File: config.mk
export PLATFORM = sky130hd
export DESIGN_NAME = tavg_seq
export DESIGN_NICKNAME = d
export VERILOG_FILES = /design/src/rtl/tavg_pkg.sv /design/src/rtl/tavg_seq.sv
export VERILOG_INCLUDE_DIRS = /design/src /design/src/rtl
export SDC_FILE = /design/constraint.sdc
export NUM_CORES = 1
export LEC_CHECK = 0
export ABC_AREA = 1
export BUFFER_PORTS_ARGS = -buffer_cell sky130_fd_sc_hd__clkbuf_2
export CAP_MARGIN = 20
export CELL_PAD_IN_SITES_DETAIL_PLACEMENT = 1
export CELL_PAD_IN_SITES_GLOBAL_PLACEMENT = 1
export CORE_ASPECT_RATIO = 0.9
export CORE_MARGIN = 2
export CORE_UTILIZATION = 45
export DETAILED_ROUTE_END_ITERATION = 10
export PLACE_DENSITY = 0.94
export SLEW_MARGIN = 10
export SYNTH_ARGS = -nofsm -noshare
export SYNTH_HDL_FRONTEND = slang
export SYNTH_SLANG_ARGS = --single-unit
File: constraint.sdc
create_clock -name clk_i -period 3.8 [get_ports clk_i]
set_input_delay 0.19 -clock clk_i [delete_from_list [all_inputs] [get_ports clk_i]]
set_output_delay 0.19 -clock clk_i [all_outputs]
set_load 0.1 [all_outputs]
File: src/rtl/trace_averager_defines.svh
// Assertion macros shared by the trace averager modules.
// Depends on nothing; the using module must have clk_i and rst_ni in scope.
`ifndef TRACE_AVERAGER_DEFINES_SVH
`define TRACE_AVERAGER_DEFINES_SVH

// Same-cycle implication, checked on every rising edge outside reset.
`define TAVG_ASSERT_NOW(lbl, ante, cons) \
  lbl: assert property (@(posedge clk_i) disable iff (!rst_ni) (ante) |-> (cons)) \
    else $error("trace_averager: check failed");

// Next-cycle implication, checked on every rising edge outside reset.
`define TAVG_ASSERT_NEXT(lbl, ante, cons) \
  lbl: assert property (@(posedge clk_i) disable iff (!rst_ni) (ante) |=> (cons)) \
    else $error("trace_averager: check failed");

`endif

File: src/rtl/tavg_pkg.sv
// Shared constants and types of the trace averager.
// Depends on nothing; used by tavg_seq, tavg_update and trace_averager.
package tavg_pkg;

  localparam int TRACE_DEPTH = 8192;
  localparam int COUNT_LIMIT = 512;
  localparam int COUNT_EXTRA = 10;
  localparam int COUNT_MAX   = COUNT_LIMIT + COUNT_EXTRA;

  localparam int SAMPLE_W = 8;
  localparam int ACC_W    = 16;
  localparam int SET_W    = 4;
  localparam int POS_W    = $clog2(TRACE_DEPTH);
  localparam int MEM_DEPTH = 2 * TRACE_DEPTH;
  localparam int ADDR_W   = $clog2(MEM_DEPTH);
  localparam int CNT_W    = $clog2(COUNT_MAX + 1);

  // One sample on its way from the sequencer to the update stage.
  typedef struct packed {
    logic [ADDR_W-1:0]   addr;
    logic [SAMPLE_W-1:0] sample;
    logic                last;
    logic                warm;   // trace count still below the setting
    logic                first;  // first trace of the warm-up
    logic [SET_W-1:0]    shift;
  } req_t;

endpackage

File: src/rtl/tavg_seq.sv
// Input sequencer: setting register, per-channel position and trace counters.
// Depends on tavg_pkg and trace_averager_defines.svh.
`include "trace_averager_defines.svh"

module tavg_seq (
  input  logic                          clk_i,
  input  logic                          rst_ni,
  input  logic                          cfg_valid_i,
  input  logic [tavg_pkg::SET_W-1:0]    cfg_data_i,
  output logic                          cfg_ready_o,
  input  logic                          in_valid_i,
  input  logic                          in_ready_i,
  input  logic                          in_channel_i,
  input  logic [tavg_pkg::SAMPLE_W-1:0] in_sample_i,
  input  logic                          in_last_i,
  output tavg_pkg::req_t                req_o
);
  import tavg_pkg::*;

  logic [SET_W-1:0] setting_q;
  logic [POS_W-1:0] pos_q   [2];
  logic [CNT_W-1:0] count_q [2];
  logic [POS_W-1:0] cur_pos, pos_d;
  logic [CNT_W-1:0] cur_cnt, cnt_d;
  logic             accept, cfg_fire;

  assign cfg_ready_o = 1'b1;
  assign cfg_fire    = cfg_valid_i && cfg_ready_o;
  assign accept      = in_valid_i && in_ready_i;

  assign cur_pos = pos_q[in_channel_i];
  assign cur_cnt = count_q[in_channel_i];

  always_comb begin
    req_o.addr   = in_channel_i ? ADDR_W'(TRACE_DEPTH) + ADDR_W'(cur_pos) : ADDR_W'(cur_pos);
    req_o.sample = in_sample_i;
    req_o.last   = in_last_i;
    req_o.warm   = cur_cnt < CNT_W'(setting_q);
    req_o.first  = cur_cnt == '0;
    req_o.shift  = setting_q;
  end

  always_comb begin
    if (in_last_i) begin
      pos_d = '0;
    end else if (cur_pos == POS_W'(TRACE_DEPTH - 1)) begin
      pos_d = '0;
    end else begin
      pos_d = cur_pos + POS_W'(1);
    end
    if (in_last_i && (cur_cnt < CNT_W'(COUNT_MAX))) begin
      cnt_d = cur_cnt + CNT_W'(1);
    end else begin
      cnt_d = cur_cnt;
    end
  end

  always_ff @(posedge clk_i or negedge rst_ni) begin
    if (!rst_ni) begin
      setting_q  <= '0;
      pos_q[0]   <= '0;
      pos_q[1]   <= '0;
      count_q[0] <= '0;
      count_q[1] <= '0;
    end else begin
      if (accept) begin
        pos_q[in_channel_i] <= pos_d;
      end
      if (cfg_fire) begin
        setting_q  <= cfg_data_i;
        count_q[0] <= '0;
        count_q[1] <= '0;
      end else if (accept) begin
        count_q[in_channel_i] <= cnt_d;
      end
    end
  end

  `TAVG_ASSERT_NEXT(a_cfg_clears, cfg_fire, (count_q[0] == '0) && (count_q[1] == '0))
  `TAVG_ASSERT_NOW(a_cnt_bound0, 1'b1, count_q[0] <= CNT_W'(COUNT_MAX))
  `TAVG_ASSERT_NOW(a_cnt_bound1, 1'b1, count_q[1] <= CNT_W'(COUNT_MAX))
  `TAVG_ASSERT_NEXT(a_pos_restart, accept && in_last_i, pos_q[$past(in_channel_i)] == '0)

endmodule

==> metrics.csv <==
metric,value,unit
cts_tree,built,
ys_ff_latch,50,
tns,0,ns
pwr-share-clk,0.274,
dr_total_vias,3190,
ys_seq_area_frac,0.366,
cpMaxStageDelayCell,clkbuf_2,
combinationalPowerShare,0.264,
setup_viol,0,
path_clk_slew,0.10,ns
total_power,1.24,mW
power_density,345,nW/um2
swShare,0.380,
synthToLayoutAreaGrowth,5.27,%
htree_levels,2,
start_util,0.458,
n_antenna_cell,0,
synth.area.top_cells,"dfrtp_1 37%, nand2_1 22%, nand3_1 7.0%, inv_1 4.7%, nand2_2 4.6%",
ys_types,34,
finalClockSkew,0.0121,ns
timing.fmax,397,MHz
dp.cells,594,
hold_slack,-0.0168,ns
grt-ovfl-total,0,
critPathRequiredTime,3.61,ns
ys_top_cells_by_count,"204 x nand2_1, 50 x dfrtp_1, 48 x nand3_1, 43 x inv_1, 25 x nand2_2",
gp_congestion,0.906,
synth-edff-count,0,
routed_wl,9670,um
yosys.area.top_type,dfrtp_1,
p_seq_frac,0.462,
leakage,1.91,nW
crit_chain,clkbuf_2 -> inv_8 -> nand2_1 -> nand2_1 -> ha_1 -> a21oi_1 -> nor2_1 -> o21ai_0 -> nand2_1 -> inv_1 -> clkbuf_2,
worst_slew_pin_slew,0.916,ns
status,"complete, but fails checks",
synth_top_area_frac,0.366,
numCtsBuffers,5,
routed_via_density,5.30,
async_flop_share,1.00,
cts_resized,0,
placementRows,30,
die_y,86.7,um
clk_latency,0.32,ns
io_buffer_count,31,
cp_slowest_stage_delay,0.49,ns
synth-warning-count,0,
p_switching,0.472,mW
min_path_type,primary input to asynchronous set/reset pin,
gr-usage-all-layers,0.250,
hpwl,6960,um
ant_nets,0,
drive_gt1_frac,0.213,
startpoint_type,primary input,
finalHoldViolations,37,
core_area,7470,um2
fin_crit_sh,0.664,
cp_common_cell,nand2_1,
drt_iter0_drc,255,
crit_arrival,2.33,ns
utilization,0.482,
cts_max_path_buffers,2,
synth_ff_type,dfrtp_1,
synth.net_count,513,
crit_path_max_fanout,25,
die_w,95.9,um
failed_checks,negative hold slack,
relSlewSlack,0.387,
wire_per_inst,16.1,um
report.final.slew_viol_count,0,
syn_inst,488,
cts.sinks,50,
cts-root-buf,clkbuf_8,
synth.avg_cell_area,7.01,um2
cts_hold_buf,0,
endpoint_kind,primary output,
synth_area,3420,um2
grt_max_degree,51,
dieArea,8310,um2
post_cts_buffers,0,
grt_pass1_vias,3283,
yosysMostFrequentCell,nand2_1,
grt_pass1_wl,16300,um
antenna_found_initial,0,
min_period,2.52,ns
critical_path_class,primary input to primary output,
final_cells,602,
drc_errors,0,
fin_nets,530,
p_int,0.771,mW
maxCapViolCount,0,
ios,49,
rsz0062_at_grt,false,
drtPass1Iterations,4,
ir_drop,133,uV
[cell families (layout without fill, tap and decap cells)]
kind of cell	after synthesis	in the layout	share of synthesized area
other	1	1	0.00110
XOR/XNOR	3	3	0.00769
AO/OA/AOI/OAI	29	29	0.0542
adder cells (fa/ha/maj)	6	6	0.0220
buffers and inverters	70	88	0.116
multiplexers	1	1	0.00329
AND/OR/NAND/NOR	328	328	0.430
flip-flops	50	50	0.366
[final cells by class]
type / instances / area [um2]
fill: 1015 / 3870
inverter: 45 / 176
clock inverter: 2 / 12.5
timing repair buffer: 35 / 185
tap: 96 / 120
clock buffer: 6 / 82.6
multi-input combinational: 368 / 1770
sequential: 50 / 1250
[worst paths after layout]
path | start | to | slack, ns | cells past startpoint
worst max-delay path | in_channel_i | req_o[5] | 1.28 | 11
max in group asynchronous | rst_ni | pos_q[4]$_DFFE_PN0P_ | 3.38 | 2
worst min register to register | count_q[9]$_DFFE_PN0P_ | count_q[9]$_DFFE_PN0P_ | 0.49 | 2
worst min-delay path | rst_ni | count_q[8]$_DFFE_PN0P_ | -0.02 | 2
min in group clk_i | cfg_data_i[2] | setting_q[2]$_DFFE_PN0P_ | 0.08 | 3
worst max register to register | pos_q[0]$_DFFE_PN0P_ | pos_q[19]$_DFFE_PN0P_ | 1.90 | 12
[power by group through the flow]
stage	combinational [mW]	clock, mW	sequential (mW)
floorplan	0.275	0	0.609
global placement	0.315	0	0.583
detailed placement	0.327	0	0.584
CTS	0.329	0.351	0.574
global route	0.355	0.372	0.577
finish	0.329	0.340	0.574
[metal layers]
metal	share of wire	track usage	vias to the layer above	wire [um]
li1	-	-	1528	-
met1	0.46	0.353	1573	4480
met2	0.48	0.408	80	4670
met3	0.045	0.0261	9	439
met4	0.0094	0.0701	0	91
met5	0	0	-	0
[sequential cells by signal (all words and copies together), names as in the netlist]
name / count
pos_q: 26
count_q: 20
setting_q: 4
[metrics by stage]
step,hold slack [ns],worst slack [ns],area (um2)
floorplan,-0.106,0.616,3420
global placement,0.339,1.38,3500
detailed placement,0.351,1.26,3500
CTS,0.00568,1.26,3600
global route,0.0466,1.07,3600
finish,-0.0168,1.28,3600
[layout by cell type, fill, tap and decap left out]
| cell type | netlist | layout |
|---|---|---|
| nand4_2 | 1 | 1 |
| ha_1 | 6 | 6 |
| nor2_1 | 19 | 19 |
| inv_1 | 43 | 43 |
| conb_1 | 1 | 1 |
| o21bai_2 | 1 | 1 |
| buf_4 | 11 | 4 |
| o21ai_0 | 9 | 9 |
| nand2_4 | 2 | 2 |
| nand2_2 | 25 | 25 |
| inv_8 | 1 | 1 |
| or2_1 | 1 | 1 |
| clkbuf_8 | 0 | 6 |
| nor3_1 | 2 | 2 |
| dfrtp_1 | 50 | 50 |
| mux2_2 | 1 | 1 |
| o21ai_1 | 7 | 7 |
| nand2_1 | 204 | 204 |
| or2_2 | 2 | 2 |
| nor2_4 | 3 | 3 |
| nor2_2 | 17 | 17 |
| clkbuf_2 | 0 | 31 |
| inv_2 | 1 | 1 |
| nand3_1 | 48 | 48 |
| xor2_1 | 3 | 3 |
| nand4_1 | 2 | 2 |
| clkinv_2 | 0 | 1 |
| o21ai_2 | 9 | 9 |
| nor3_2 | 1 | 1 |
| clkinvlp_4 | 0 | 1 |
| nand3_2 | 1 | 1 |
| a21oi_1 | 3 | 3 |
[worst max-delay path: cells and delay by family]
kind	cells	cell delay (ns)
buf+inv	4	1.16
simple gates	4	0.35
compound gates	2	0.32
fa+ha+maj	1	0.29
(Power assumes the default switching activity.)
